==> src/hdl/cdss_pkg.sv <==
// Shared types, character codes and line-format tables for the declaration symbol scanner.
// Depends on nothing; the controller, the datapath and the top level import it.
package cdss_pkg;

    localparam logic [7:0] CH_SLASH  = 8'h2F;
    localparam logic [7:0] CH_STAR   = 8'h2A;
    localparam logic [7:0] CH_BSLASH = 8'h5C;
    localparam logic [7:0] CH_SQUOTE = 8'h27;
    localparam logic [7:0] CH_DQUOTE = 8'h22;
    localparam logic [7:0] CH_LBRACE = 8'h7B;
    localparam logic [7:0] CH_RBRACE = 8'h7D;
    localparam logic [7:0] CH_USCORE = 8'h5F;
    localparam logic [7:0] CH_DOLLAR = 8'h24;
    localparam logic [7:0] CH_HASH   = 8'h23;
    localparam logic [7:0] CH_SPACE  = 8'h20;
    localparam logic [7:0] CH_DOT    = 8'h2E;
    localparam logic [7:0] CH_NL     = 8'h0A;

    localparam logic [1:0] LA_NONE  = 2'd0;
    localparam logic [1:0] LA_SLASH = 2'd1;
    localparam logic [1:0] LA_STAR  = 2'd2;

    // Keywords in upper case, right-justified, first character highest.
    localparam logic [63:0] KW_INT      = "INT";
    localparam logic [63:0] KW_STRUCT   = "STRUCT";
    localparam logic [63:0] KW_LONG     = "LONG";
    localparam logic [63:0] KW_CHAR     = "CHAR";
    localparam logic [63:0] KW_UNSIGNED = "UNSIGNED";
    localparam logic [63:0] KW_STATIC   = "STATIC";
    localparam logic [63:0] KW_EXTERN   = "EXTERN";
    localparam logic [63:0] KW_INCLUDE  = "INCLUDE";
    localparam logic [63:0] KW_DEFINE   = "DEFINE";
    localparam logic [63:0] KW_IFDEF    = "IFDEF";
    localparam logic [63:0] KW_ENDIF    = "ENDIF";
    localparam logic [63:0] KW_H        = "H";

    typedef enum logic [2:0] {
        FMT_HASH2,
        FMT_INCL,
        FMT_TYPE_EXT,
        FMT_PAIR,
        FMT_PLAIN
    } fmt_t;

    typedef enum logic [1:0] {
        SEG_CHAR,
        SEG_NAME,
        SEG_END
    } seg_kind_t;

    typedef struct packed {
        seg_kind_t  kind;
        logic [7:0] ch;
        logic [1:0] sel;
    } seg_t;

    typedef struct packed {
        logic ready;
        logic prep;
        logic emit;
    } cmd_t;

    typedef struct packed {
        logic line_start;
        logic line_done;
    } status_t;

    function automatic logic [7:0] upper_of(input logic [7:0] c);
        return (c >= 8'h61 && c <= 8'h7A) ? c - 8'd32 : c;
    endfunction

    function automatic seg_t mk_char(input logic [7:0] c);
        seg_t s;
        s.kind = SEG_CHAR;
        s.ch   = c;
        s.sel  = 2'd0;
        return s;
    endfunction

    function automatic seg_t mk_name(input logic [1:0] k);
        seg_t s;
        s.kind = SEG_NAME;
        s.ch   = CH_SPACE;
        s.sel  = k;
        return s;
    endfunction

    // Segment list of each line format; the newline closes every list.
    function automatic seg_t seg_of(input fmt_t f, input logic [2:0] step);
        seg_t s;
        s.kind = SEG_END;
        s.ch   = CH_NL;
        s.sel  = 2'd0;
        unique case (f)
            FMT_HASH2:
            begin
                if (step == 3'd0) s = mk_char(CH_HASH);
                if (step == 3'd1) s = mk_name(2'd1);
                if (step == 3'd2) s = mk_char(CH_SPACE);
                if (step == 3'd3) s = mk_name(2'd2);
            end
            FMT_INCL:
            begin
                if (step == 3'd0) s = mk_char(CH_HASH);
                if (step == 3'd1) s = mk_name(2'd0);
                if (step == 3'd2) s = mk_char(CH_SPACE);
                if (step == 3'd3) s = mk_name(2'd1);
                if (step == 3'd4) s = mk_char(CH_DOT);
                if (step == 3'd5) s = mk_name(2'd2);
            end
            FMT_TYPE_EXT:
            begin
                if (step == 3'd0) s = mk_name(2'd0);
                if (step == 3'd1) s = mk_char(CH_SPACE);
                if (step == 3'd2) s = mk_name(2'd1);
                if (step == 3'd3) s = mk_char(CH_SPACE);
                if (step == 3'd4) s = mk_name(2'd2);
            end
            FMT_PAIR:
            begin
                if (step == 3'd0) s = mk_name(2'd1);
                if (step == 3'd1) s = mk_char(CH_SPACE);
                if (step == 3'd2) s = mk_name(2'd2);
            end
            default:
            begin
                if (step == 3'd0) s = mk_name(2'd2);
            end
        endcase
        return s;
    endfunction

endpackage

==> src/hdl/c_declaration_symbol_scanner_unit.sv <==
// Top level of the declaration symbol scanner: stream ports, controller and datapath.
// Depends on cdss_pkg, cdss_ctrl and cdss_dp.
//
// Throughput: a byte that emits no line is taken, and the next byte may follow in
// the next cycle. A byte that ends a non-keyword name stalls the input for a setup state,
// then an emission state that sends each line character (newline included) and skips each
// empty name of the line format; the input reopens the cycle after the newline is taken.
// Reset (rst_n low, asynchronous) clears depths, literal and comment tracking, the
// identifier and the three-name history; no clearing pass is needed.
module c_declaration_symbol_scanner_unit #(
    parameter int IDENT_MAX = 16
) (
    input  logic       clk,
    input  logic       rst_n,
    input  logic       s_axis_tvalid,
    output logic       s_axis_tready,
    input  logic [7:0] s_axis_tdata,   // [7:0] source_byte
    output logic       m_axis_tvalid,
    input  logic       m_axis_tready,
    output logic [7:0] m_axis_tdata,   // [7:0] line_char
    output logic       m_axis_tlast    // line_end
);
    import cdss_pkg::*;

    cmd_t    cmd;
    status_t st;

    // The controller owns the handshake phase; the datapath does all byte work.
    cdss_ctrl u_ctrl (
        .clk   (clk),
        .rst_n (rst_n),
        .st    (st),
        .cmd   (cmd)
    );

    cdss_dp #(
        .IDENT_MAX (IDENT_MAX)
    ) u_dp (
        .clk       (clk),
        .rst_n     (rst_n),
        .cmd       (cmd),
        .st        (st),
        .in_valid  (s_axis_tvalid),
        .in_byte   (s_axis_tdata),
        .out_valid (m_axis_tvalid),
        .out_ready (m_axis_tready),
        .out_char  (m_axis_tdata),
        .out_end   (m_axis_tlast)
    );

    // Input is open only while no line is being set up or sent.
    assign s_axis_tready = cmd.ready;

endmodule

==> src/hdl/cdss_ctrl.sv <==
// Controller of the declaration symbol scanner: sequences accept, line setup and emission.
// Depends on cdss_pkg for the command and status structs.
module cdss_ctrl (
    input  logic              clk,
    input  logic              rst_n,
    input  cdss_pkg::status_t st,
    output cdss_pkg::cmd_t    cmd
);
    import cdss_pkg::*;

    typedef enum logic [1:0] {
        S_IDLE,
        S_PREP,
        S_EMIT
    } state_t;

    state_t state_reg;
    cmd_t   cmd_reg;

    always_ff @(posedge clk or negedge rst_n)
    begin
        if (!rst_n)
        begin
            state_reg <= S_IDLE;
            cmd_reg   <= '{ready: 1'b1, prep: 1'b0, emit: 1'b0};
        end
        else
        begin
            unique case (state_reg)
                S_IDLE:
                begin
                    if (st.line_start)
                    begin
                        state_reg <= S_PREP;
                        cmd_reg   <= '{ready: 1'b0, prep: 1'b1, emit: 1'b0};
                    end
                end
                S_PREP:
                begin
                    state_reg <= S_EMIT;
                    cmd_reg   <= '{ready: 1'b0, prep: 1'b0, emit: 1'b1};
                end
                default:
                begin
                    if (st.line_done)
                    begin
                        state_reg <= S_IDLE;
                        cmd_reg   <= '{ready: 1'b1, prep: 1'b0, emit: 1'b0};
                    end
                end
            endcase
        end
    end

    assign cmd = cmd_reg;

    a_one_phase: assert property (@(posedge clk) disable iff (!rst_n)
        $onehot({cmd.ready, cmd.prep, cmd.emit}))
        else $error("controller commands overlap");
    a_prep_to_emit: assert property (@(posedge clk) disable iff (!rst_n)
        cmd.prep |=> cmd.emit)
        else $error("line setup not followed by emission");
    a_done_to_ready: assert property (@(posedge clk) disable iff (!rst_n)
        (cmd.emit && st.line_done) |=> cmd.ready)
        else $error("input not reopened after the newline");
    a_start_in_idle: assert property (@(posedge clk) disable iff (!rst_n)
        st.line_start |-> cmd.ready)
        else $error("line started outside idle");

endmodule

==> src/hdl/cdss_dp.sv <==
// Datapath of the declaration symbol scanner: lexical state, identifier and history
// registers, line format selection and the character emitter. Depends on cdss_pkg.
module cdss_dp #(
    parameter int IDENT_MAX = 16
) (
    input  logic              clk,
    input  logic              rst_n,
    input  cdss_pkg::cmd_t    cmd,
    output cdss_pkg::status_t st,
    input  logic              in_valid,
    input  logic [7:0]        in_byte,
    output logic              out_valid,
    input  logic              out_ready,
    output logic [7:0]        out_char,
    output logic              out_end
);
    import cdss_pkg::*;

    localparam int LW = $clog2(IDENT_MAX + 1);

    logic signed [7:0]          brace_depth_reg, brace_depth_next;
    logic [7:0]                 comment_depth_reg, comment_depth_next;
    logic                       in_lit_reg, in_lit_next;
    logic [7:0]                 lit_delim_reg, lit_delim_next;
    logic [7:0]                 prev_lit_reg, prev_lit_next;
    logic [1:0]                 la_reg, la_next;
    logic [LW-1:0]              id_len_reg, id_len_next;
    logic                       too_long_reg, too_long_next;
    logic [IDENT_MAX-1:0][7:0]  id_chars_reg, id_chars_next;
    logic [IDENT_MAX-1:0][7:0]  hist_chars_reg [3];
    logic [LW-1:0]              hist_len_reg [3];
    logic                       finish;
    logic [LW-1:0]              fin_len;
    logic                       accept;
    logic                       is_kw;

    fmt_t                       fmt_reg, fmt_next;
    logic [2:0]                 step_reg;
    logic [LW-1:0]              pos_reg;
    seg_t                       seg;
    logic [LW-1:0]              sel_len;
    logic [7:0]                 name_char;
    logic                       name_empty;
    logic                       out_fire;

    function automatic logic name_is(input logic [IDENT_MAX-1:0][7:0] s,
                                     input logic [LW-1:0] n,
                                     input logic [63:0] kw, input int kl);
        logic [IDENT_MAX+7:0][7:0] p;
        logic ok;
        p  = {64'd0, s};
        ok = (int'(n) == kl);
        for (int i = 0; i < 8; i++)
        begin
            if (i < kl)
            begin
                if (upper_of(p[i]) != kw[8*(kl-1-i) +: 8]) ok = 1'b0;
            end
        end
        return ok;
    endfunction

    function automatic logic is_letter(input logic [7:0] c);
        return (c >= 8'h61 && c <= 8'h7A) || (c >= 8'h41 && c <= 8'h5A);
    endfunction

    assign accept = in_valid && cmd.ready;

    // Lexical step for the byte on the input.
    always_comb
    begin
        logic [7:0] lc;
        brace_depth_next   = brace_depth_reg;
        comment_depth_next = comment_depth_reg;
        in_lit_next        = in_lit_reg;
        lit_delim_next     = lit_delim_reg;
        prev_lit_next      = prev_lit_reg;
        la_next            = LA_NONE;
        id_len_next        = id_len_reg;
        too_long_next      = too_long_reg;
        id_chars_next      = id_chars_reg;
        finish             = 1'b0;
        lc                 = in_byte;
        if (la_reg == LA_SLASH && in_byte == CH_STAR)
        begin
            if (comment_depth_reg != 8'd255) comment_depth_next = comment_depth_reg + 8'd1;
        end
        else if (la_reg == LA_STAR && in_byte == CH_SLASH)
        begin
            if (comment_depth_reg != 8'd0) comment_depth_next = comment_depth_reg - 8'd1;
        end
        else if (in_byte == CH_SLASH)
        begin
            id_len_next   = '0;
            too_long_next = 1'b0;
            la_next       = LA_SLASH;
        end
        else if (comment_depth_reg != 8'd0)
        begin
            if (in_byte == CH_STAR)
                la_next = LA_STAR;
            else
            begin
                id_len_next   = '0;
                too_long_next = 1'b0;
            end
        end
        else if (in_lit_reg)
        begin
            if (in_byte == CH_BSLASH && prev_lit_reg == CH_BSLASH) lc = 8'd0;
            if (lc == lit_delim_reg && prev_lit_reg != CH_BSLASH) in_lit_next = 1'b0;
            prev_lit_next = lc;
        end
        else if (in_byte == CH_SQUOTE || in_byte == CH_DQUOTE)
        begin
            in_lit_next    = 1'b1;
            prev_lit_next  = 8'd0;
            lit_delim_next = in_byte;
        end
        else if (in_byte == CH_LBRACE)
        begin
            if (brace_depth_reg != 8'sd127) brace_depth_next = brace_depth_reg + 8'sd1;
        end
        else if (in_byte == CH_RBRACE)
        begin
            id_len_next   = '0;
            too_long_next = 1'b0;
            if (brace_depth_reg != -8'sd128) brace_depth_next = brace_depth_reg - 8'sd1;
        end
        else if (brace_depth_reg != 8'sd0)
        begin
            id_len_next = id_len_reg;
        end
        else if (id_len_reg == '0)
        begin
            if (is_letter(in_byte) || in_byte == CH_USCORE)
            begin
                id_chars_next[0] = in_byte;
                id_len_next      = LW'(1);
                too_long_next    = 1'b0;
            end
        end
        else if (is_letter(in_byte) || (in_byte >= 8'h30 && in_byte <= 8'h39) ||
                 in_byte == CH_USCORE || in_byte == CH_DOLLAR)
        begin
            if (int'(id_len_reg) < IDENT_MAX)
            begin
                for (int i = 0; i < IDENT_MAX; i++)
                begin
                    if (id_len_reg == LW'(i)) id_chars_next[i] = in_byte;
                end
                id_len_next = id_len_reg + LW'(1);
            end
            else
                too_long_next = 1'b1;
        end
        else
        begin
            finish        = 1'b1;
            id_len_next   = '0;
            too_long_next = 1'b0;
        end
    end

    assign fin_len = too_long_reg ? '0 : id_len_reg;

    assign is_kw = name_is(id_chars_reg, fin_len, KW_INT, 3) ||
                   name_is(id_chars_reg, fin_len, KW_STRUCT, 6) ||
                   name_is(id_chars_reg, fin_len, KW_LONG, 4) ||
                   name_is(id_chars_reg, fin_len, KW_CHAR, 4) ||
                   name_is(id_chars_reg, fin_len, KW_UNSIGNED, 8) ||
                   name_is(id_chars_reg, fin_len, KW_STATIC, 6) ||
                   name_is(id_chars_reg, fin_len, KW_EXTERN, 6) ||
                   name_is(id_chars_reg, fin_len, KW_INCLUDE, 7) ||
                   name_is(id_chars_reg, fin_len, KW_DEFINE, 6) ||
                   name_is(id_chars_reg, fin_len, KW_IFDEF, 5) ||
                   name_is(id_chars_reg, fin_len, KW_ENDIF, 5);

    always_ff @(posedge clk or negedge rst_n)
    begin
        if (!rst_n)
        begin
            brace_depth_reg   <= '0;
            comment_depth_reg <= '0;
            in_lit_reg        <= 1'b0;
            lit_delim_reg     <= '0;
            prev_lit_reg      <= '0;
            la_reg            <= LA_NONE;
            id_len_reg        <= '0;
            too_long_reg      <= 1'b0;
            for (int k = 0; k < 3; k++) hist_len_reg[k] <= '0;
        end
        else if (accept)
        begin
            brace_depth_reg   <= brace_depth_next;
            comment_depth_reg <= comment_depth_next;
            in_lit_reg        <= in_lit_next;
            lit_delim_reg     <= lit_delim_next;
            prev_lit_reg      <= prev_lit_next;
            la_reg            <= la_next;
            id_len_reg        <= id_len_next;
            too_long_reg      <= too_long_next;
            if (finish)
            begin
                hist_len_reg[0] <= hist_len_reg[1];
                hist_len_reg[1] <= hist_len_reg[2];
                hist_len_reg[2] <= fin_len;
            end
        end
    end

    always_ff @(posedge clk)
    begin
        if (accept)
        begin
            id_chars_reg <= id_chars_next;
            if (finish)
            begin
                hist_chars_reg[0] <= hist_chars_reg[1];
                hist_chars_reg[1] <= hist_chars_reg[2];
                hist_chars_reg[2] <= id_chars_reg;
            end
        end
    end

    // Line format from the updated history, taken in the setup cycle.
    always_comb
    begin
        logic [IDENT_MAX+7:0][7:0] p1;
        logic ext;
        p1  = {64'd0, hist_chars_reg[1]};
        ext = name_is(hist_chars_reg[0], hist_len_reg[0], KW_EXTERN, 6) ||
              name_is(hist_chars_reg[0], hist_len_reg[0], KW_STATIC, 6);
        priority if (name_is(hist_chars_reg[1], hist_len_reg[1], KW_DEFINE, 6))
            fmt_next = FMT_HASH2;
        else if (name_is(hist_chars_reg[0], hist_len_reg[0], KW_INCLUDE, 7) &&
                 name_is(hist_chars_reg[2], hist_len_reg[2], KW_H, 1))
            fmt_next = FMT_INCL;
        else if (int'(hist_len_reg[1]) == 5 && upper_of(p1[2]) == 8'h44 &&
                 upper_of(p1[3]) == 8'h45 && upper_of(p1[4]) == 8'h46)
            fmt_next = FMT_HASH2;
        else if (name_is(hist_chars_reg[1], hist_len_reg[1], KW_CHAR, 4) ||
                 name_is(hist_chars_reg[1], hist_len_reg[1], KW_INT, 3) ||
                 name_is(hist_chars_reg[1], hist_len_reg[1], KW_UNSIGNED, 8) ||
                 name_is(hist_chars_reg[1], hist_len_reg[1], KW_LONG, 4))
            fmt_next = ext ? FMT_TYPE_EXT : FMT_PAIR;
        else if (name_is(hist_chars_reg[1], hist_len_reg[1], KW_STRUCT, 6))
            fmt_next = FMT_PAIR;
        else
            fmt_next = FMT_PLAIN;
    end

    // Emitter: walks the segment list, one character per cycle while the receiver is ready.
    assign seg = seg_of(fmt_reg, step_reg);

    always_comb
    begin
        logic [IDENT_MAX-1:0][7:0] nm;
        unique case (seg.sel)
            2'd0:
            begin
                nm      = hist_chars_reg[0];
                sel_len = hist_len_reg[0];
            end
            2'd1:
            begin
                nm      = hist_chars_reg[1];
                sel_len = hist_len_reg[1];
            end
            default:
            begin
                nm      = hist_chars_reg[2];
                sel_len = hist_len_reg[2];
            end
        endcase
        name_char = nm[0];
        for (int i = 0; i < IDENT_MAX; i++)
        begin
            if (pos_reg == LW'(i)) name_char = nm[i];
        end
    end

    assign name_empty = (seg.kind == SEG_NAME) && (pos_reg >= sel_len);
    assign out_valid  = cmd.emit && !name_empty;
    assign out_char   = (seg.kind == SEG_NAME) ? name_char : seg.ch;
    assign out_end    = (seg.kind == SEG_END);
    assign out_fire   = out_valid && out_ready;

    always_ff @(posedge clk or negedge rst_n)
    begin
        if (!rst_n)
        begin
            fmt_reg  <= FMT_PLAIN;
            step_reg <= '0;
            pos_reg  <= '0;
        end
        else if (cmd.prep)
        begin
            fmt_reg  <= fmt_next;
            step_reg <= '0;
            pos_reg  <= '0;
        end
        else if (cmd.emit)
        begin
            if (name_empty)
            begin
                step_reg <= step_reg + 3'd1;
                pos_reg  <= '0;
            end
            else if (out_fire && seg.kind == SEG_NAME)
            begin
                if (pos_reg + LW'(1) == sel_len)
                begin
                    step_reg <= step_reg + 3'd1;
                    pos_reg  <= '0;
                end
                else
                    pos_reg <= pos_reg + LW'(1);
            end
            else if (out_fire && seg.kind == SEG_CHAR)
                step_reg <= step_reg + 3'd1;
        end
    end

    assign st.line_start = accept && finish && !is_kw;
    assign st.line_done  = out_fire && out_end;

endmodule

==> config.mk <==
export PLATFORM = sky130hd
export DESIGN_NAME = c_declaration_symbol_scanner_unit
export DESIGN_NICKNAME = d
export VERILOG_FILES = /design/src/hdl/cdss_pkg.sv /design/src/hdl/c_declaration_symbol_scanner_unit.sv /design/src/hdl/cdss_ctrl.sv /design/src/hdl/cdss_dp.sv
export SDC_FILE = /design/constraint.sdc
export NUM_CORES = 1
export LEC_CHECK = 0
export ABC_AREA = 1
export BUFFER_PORTS_ARGS = -buffer_cell sky130_fd_sc_hd__buf_4
export CORE_AREA = 8 8 274 276
export CTS_BUF_LIST = sky130_fd_sc_hd__clkbuf_8
export DETAILED_ROUTE_END_ITERATION = 6
export DIE_AREA = 0 0 282 284
export PLACE_DENSITY_LB_ADDON = 0.08
export SLEW_MARGIN = 15
export SYNTH_ARGS = -nofsm -noshare
export SYNTH_HDL_FRONTEND = slang
export SYNTH_SLANG_ARGS = --single-unit
==> constraint.sdc <==
create_clock -name clk -period 35.3 [get_ports clk]
set_input_delay 1.765 -clock clk [delete_from_list [all_inputs] [get_ports clk]]
set_output_delay 1.765 -clock clk [all_outputs]
set_load 0.1 [all_outputs]
==> flow_summary.json, run 1 <==
{
  "numCtsBuffers": 99,
  "drt_first_iter_violations": 1908,
  "max_freq_mhz": 128,
  "grt_max_degree": 178,
  "netlist_top_cells_area": "edfxtp_1, nand2_1, dfrtp_1",
  "avgSynthCellArea_um2": 10.7,
  "io_buffers": 22,
  "hp-class": "flop to flop",
  "p_switching_uw": 292,
  "worst_setup_path_end_kind": "output port",
  "htreeDepth": 3,
  "critical_path_required_ns": 33.53,
  "antenna_found_initial": 2,
  "yosysTopAreaCell": "edfxtp_1",
  "fin_setup_tns_ns": 0,
  "post-cts-setup-buffers": 0,
  "synth_area_mm2": 0.0266,
  "fin_crit_ns": 7.80,
  "seqPwrFrac": 0.561,
  "relSlewSlack": 0.247,
  "synthTopCellsByCount": "nand2_1, edfxtp_1, inv_1",
  "yosysWarnings": 0,
  "intPower_uw": 1030,
  "p_leak_uw": 0.0114,
  "reg2reg_depth": 30,
  "finalMaxSlewViolations": 0,
  "wire_per_inst_um": 23.1,
  "tightest_slew_ns": 1.13,
  "drv_cap": 0,
  "drt_pre_antenna_iters": 5,
  "synth.distinct_cells": 64,
  "vdd_drop_max_uv": 29.7,
  "fp.dieH_um": 284,
  "io_pins": 23,
  "cts.sinks": 582,
  "outcome": "complete, no violations",
  "die_area_mm2": 0.0801,
  "setup_viol": 0,
  "root_buffer": "clkbuf_8",
  "grt_util_all_layers": 0.207,
  "grt_overflow_total": 0,
  "initial_core_util": 0.377,
  "synthFlopType": "edfxtp_1",
  "drtAntennaViolNets": 0,
  "rsz0062_at_grt": "no",
  "largest_reg_flops": 384,
  "critPathLaunchType": "flop",
  "p_clk_frac": 0.431,
  "clkLatencyLatePin_ns": 0.71,
  "grt_pass1_wl_um": 125000,
  "synth_fp_nets": 2571,
  "power.density_mw_per_mm2": 44.5,
  "drc": 0,
  "hold_depth": 0,
  "via_count": 19300,
  "ys_ff_latch": 582,
  "hold_viol": 0,
  "clkTransAtPathRegs_ns": 0.06,
  "postSynthCellCount": 2501,
  "yosys.area.top_type_share": 0.577,
  "dp_hpwl_um": 59300,
  "post-route-period-util": 0.221,
  "holdWs_ns": 0.395,
  "path_max_fanout": 62,
  "viasPerCell": 5.34,
  "core_mm2": 0.0708,
  "cts_tree": "done",
  "yosysMostFrequentCell": "nand2_1",
  "dieWidth_um": 282,
  "synth-edff-count": 512,
  "syn_to_final_growth_pct": 11.5,
  "grt_pass1_vias": 19300,
  "ctsHoldBuffers": 0,
  "routabilityCongestion": 0.933,
  "sw_frac_of_total": 0.221,
  "async_flop_share": 0.120,
  "drive_above_1_share": 0.0828,
  "clockBufferDepth": 3,
  "row_count": 98,
  "skew_ns": 0.0623,
  "cts-resized-gates": 0,
  "wirelength_um": 83700,
  "fin_nets": 2660,
  "criticalPathCategory": "flop to output port",
  "cp.arrival_ns": 6.03,
  "yosysSeqAreaShare": 0.643,
  "p_comb_frac": 0.008
}
-- area by class of cell --
class,instances,area (um2)
diodes,3,7.51
clock buffers,103,1420
clock inverters,77,414
fillers,6942,41100
inverters,298,1120
multi-input cells,1571,8120
flip-flops and latches,582,17100
well taps,950,1190
repair buffers,38,298
-- power groups by stage --
stage / Combinational [uW] / Sequential (uW) / Clock [uW]
finish: 10.8 / 742 / 570
global route: 11.9 / 741 / 620
CTS: 11.2 / 741 / 591
detailed placement: 11.2 / 756 / 0
global placement: 11.2 / 756 / 0
floorplan: 2.18 / 756 / 0
-- layout by cell type, fill, tap and decap left out, types with 21 or more instances in the layout --
cell type,instances
nand2_1,536
edfxtp_1,512
inv_1,312
nor2_1,221
nand3_1,173
a21oi_1,122
clkbuf_8,103
o21ai_0,87
dfrtp_1,68
nand4_1,59
nor3_1,57
ha_1,56
nor4_1,46
buf_4,37
o22ai_1,28
o221ai_1,27
clkinv_1,24
o211ai_1,21
-- kinds of logic (layout without fill, tap and decap cells) --
family                     after synthesis  after routing  synth area share
buffers and inverters                  348            516            0.0532
AOI/OAI and AO/OA                      350            350            0.0807
muxes                                    1              1          0.000423
DFF                                    582            582             0.643
adders and majority gates               58             58            0.0278
and+or+nand+nor                       1141           1141             0.188
xor gates and xnor gates                21             21           0.00690
other                                    0              3                 0
-- critical path, cell delays in order, from the launching register on --
cell	delay [ns]
dfrtp_1	0.44
ha_1	0.21
ha_1	0.27
nand3_1	0.15
inv_1	0.05
nor2_1	0.09
nand2_1	0.06
nand2_2	0.05
buf_4	0.53
nand2_4	0.58
inv_4	0.43
buf_4	0.68
a21oi_1	0.16
inv_1	0.13
ha_1	0.24
o21a_1	0.12
o21a_1	0.16
o21ai_0	0.15
nand2_1	0.07
a21oi_1	0.15
nor2_1	0.07
inv_2	0.06
nand2_1	0.06
inv_2	0.09
buf_4	0.29
-- final timing paths --
path,startpoint,endpoint,slack (ns)
min in group asynchronous,rst_n,u_dp.brace_depth_reg[5]$_DFFE_PN0P_,1.23
max in group asynchronous,rst_n,u_dp.step_reg[2]$_DFFE_PN0P_,33.36
worst max-delay path,u_dp.step_reg[1]$_DFFE_PN0P_,m_axis_tvalid,27.50
worst max register to register,u_dp.step_reg[1]$_DFFE_PN0P_,u_dp.step_reg[0]$_DFFE_PN0P_,29.38
worst min-delay path,u_dp.id_chars_reg[113]$_DFFE_PP_,u_dp.hist_chars_reg[0][369]$_DFFE_PP_,0.40
worst min register to register,u_dp.id_chars_reg[113]$_DFFE_PP_,u_dp.hist_chars_reg[0][369]$_DFFE_PP_,0.40
-- metal layers --
metal	GRT usage	up-vias	wire, um	part of all wire
li1	-	9036	-	-
met4	0.0558	0	1860	0.022
met3	0.0339	122	4480	0.053
met5	0	-	0	0
met2	0.314	624	37200	0.44
met1	0.304	9555	40200	0.48
-- metrics by stage --
step / instance area, um2 / util / setup slack, ns / instances / power [uW]
floorplan: 26600 / - / 20.63 / 2501 / 758
global placement: 27900 / 0.394 / 28.20 / 3439 / 767
detailed placement: 27900 / 0.394 / 28.23 / 3439 / 767
CTS: 29700 / 0.420 / 27.41 / 3619 / 1340
global route: 29700 / 0.420 / 27.04 / 3620 / 1370
finish: 29700 / 0.420 / 27.50 / 3622 / 1320
Note: power is estimated with default switching activity, not from simulation.
==> run 2, diff against run 1 <==
==> constraint.sdc (replaced) <==
create_clock -name clk -period 6.9 [get_ports clk]
set_input_delay 0.345 -clock clk [delete_from_list [all_inputs] [get_ports clk]]
set_output_delay 0.345 -clock clk [all_outputs]
set_load 0.1 [all_outputs]
==> flow_summary.json, run 2 (synthesis gave the netlist of run 1 again) <==
{
  "hold_viol": 0,
  "via_count": 19200,
  "critPathLaunchType": "flop",
  "io_pins": 23,
  "grt_pass1_vias": 18900,
  "syn_to_final_growth_pct": 11.8,
  "worst_slack_ns": 1.62,
  "cts_tree": "done",
  "largest_reg_flops": 384,
  "relSlewSlack": 0.221,
  "fin_nets": 2667,
  "critPathMaxStageDelay_ns": 0.48,
  "critPathMostFrequentCell": "nand2_1",
  "finalNonFillerCells": 3628,
  "rsz0062_at_grt": "no",
  "numCtsBuffers": 102,
  "grt_overflow_total": 0,
  "routabilityCongestion": 0.952,
  "r2r_slack_ns": 2.20,
  "post-cts-setup-buffers": 0,
  "drtAntennaViolNets": 0,
  "reg2reg_depth": 28,
  "p_leak_uw": 0.0114,
  "fin_crit_ns": 5.28,
  "dieWidth_um": 282,
  "cp.arrival_ns": 4.93,
  "r2r_start": "u_dp.step_reg[0]$_DFFE_PN0P_",
  "critical_path_required_ns": 6.55,
  "max_freq_mhz": 190,
  "worst_setup_path_end_kind": "output port",
  "post-route-period-util": 0.765,
  "grt_pass1_wl_um": 122000,
  "skew_ns": 0.0375,
  "core_mm2": 0.0708,
  "outcome": "complete, no violations",
  "row_count": 98,
  "cts.sinks": 582,
  "grt_max_degree": 163,
  "r2r_end": "u_dp.step_reg[0]$_DFFE_PN0P_",
  "initial_core_util": 0.377,
  "drt_first_iter_violations": 1819,
  "power.density_mw_per_mm2": 229,
  "dp_slack_ns": 2.25,
  "drc": 0,
  "viasPerCell": 5.30,
  "drt_pre_antenna_iters": 5,
  "fin_setup_tns_ns": 0,
  "vdd_drop_max_uv": 122,
  "grt_util_all_layers": 0.203,
  "io_buffers": 22,
  "drv_cap": 0,
  "hp-class": "input port to flop",
  "wirelength_um": 82800,
  "clkLatencyLatePin_ns": 0.73,
  "layout_commonest_cell": "nand2_1",
  "hold_path_end": "u_dp.id_chars_reg[12]$_DFFE_PP_",
  "drive_above_1_share": 0.0852,
  "antenna_found_initial": 3,
  "cts-resized-gates": 0,
  "dp.cells": 3441,
  "fp.dieH_um": 284,
  "layout_common_cells": "nand2_1, edfxtp_1, inv_1",
  "htreeDepth": 3,
  "hp-start": "s_axis_tdata[4]",
  "hold_depth": 1,
  "dp_hpwl_um": 58400,
  "wire_per_inst_um": 22.8,
  "criticalPathCategory": "flop to output port",
  "n_fill_cell": 6931,
  "clockBufferDepth": 3,
  "setup_viol": 0,
  "root_buffer": "clkbuf_8",
  "cpMaxStageDelayCell": "inv_4",
  "die_area_mm2": 0.0801,
  "tightest_slew_ns": 1.16,
  "finalMaxSlewViolations": 0,
  "clkTransAtPathRegs_ns": 0.06,
  "path_max_fanout": 50
}
## run 2: changes by cell type in the layout (fill, tap and decap cells not counted)
cell	previous run	this run
clkinv_8	0	1
dlygate4sd3_1	0	2
clkbuf_8	103	102
clkinvlp_4	0	1
clkinv_2	13	17
inv_1	312	303
buf_12	1	3
inv_8	3	2
diode_2	3	1
clkinv_1	24	32
inv_6	1	2
## run 2: worst max path at each step
stage / from / endpoint / slack, ns / cells past startpoint
after floorplan: u_ctrl.cmd[2]$_DFFE_PN1P_ / u_dp.hist_chars_reg[0][0]$_DFFE_PP_ / 1.79 / 7
after global placement: u_dp.step_reg[0]$_DFFE_PN0P_ / u_dp.step_reg[0]$_DFFE_PN0P_ / 2.25 / 28
after detailed placement: u_dp.step_reg[0]$_DFFE_PN0P_ / u_dp.step_reg[0]$_DFFE_PN0P_ / 2.25 / 28
after CTS: u_dp.step_reg[1]$_DFFE_PN0P_ / m_axis_tdata[3] / 1.51 / 30
after global routing: u_dp.step_reg[1]$_DFFE_PN0P_ / m_axis_tdata[1] / 1.23 / 30
final: u_dp.step_reg[1]$_DFFE_PN0P_ / m_axis_tdata[3] / 1.62 / 30
## run 2: per-stage QoR
stage / power, uW / area (um2) / utilization / hold slack [ns]
6_report: 6810 / 29800 / 0.421 / 0.0687
5_1_grt: 7060 / 29800 / 0.421 / 0.0114
3_5_place_dp: 3920 / 27900 / 0.394 / 0.405
2_1_floorplan: 3880 / 26600 / - / 0.0494
3_3_place_gp: 3920 / 27900 / 0.394 / 0.401
4_1_cts: 6910 / 29800 / 0.421 / 0.0121
## run 2: critical path: cells and delay by family (launching register included)
| family | cells | cell delay [ns] |
|---|---|---|
| and+or+nand+nor | 26 | 2.47 |
| buffers and inverters | 2 | 0.77 |
| adders and majority gates | 2 | 0.48 |
| DFF | 1 | 0.43 |
## run 2: power by group
group | leakage (uW) | switching [uW] | total [uW] | internal [uW]
sequential | 0.00542 | 0 | 3790 | 3790
clock | 0.00106 | 1490 | 2960 | 1470
combinational | 0.00489 | 45.4 | 54.7 | 9.28
## run 2: repair_timing
| item | 4_1_cts | 5_1_grt |
|---|---|---|
| endpoints found under the hold margin | 70 | 0 |
| endpoints found under the setup margin | 0 | 0 |
| hold buffers | 2 | 0 |
## run 2: routing by layer
layer | GRT usage | part of all wire | up-vias
li1 | - | - | 9042
met1 | 0.291 | 0.46 | 9416
met2 | 0.307 | 0.45 | 622
met3 | 0.0423 | 0.067 | 139
met4 | 0.0598 | 0.023 | 0
met5 | 0 | 0 | -
## run 2: area by class of cell
class / instances / area, um2 / area share
antenna: 1 / 2.50 / 0.0000840
inverter: 298 / 1120 / 0.0377
clock inverter: 82 / 452 / 0.0152
sequential: 582 / 17100 / 0.575
timing repair buffer: 42 / 358 / 0.0120
clock buffer: 102 / 1400 / 0.0471
tap: 950 / 1190 / 0.0399
multi-input combinational: 1571 / 8120 / 0.273
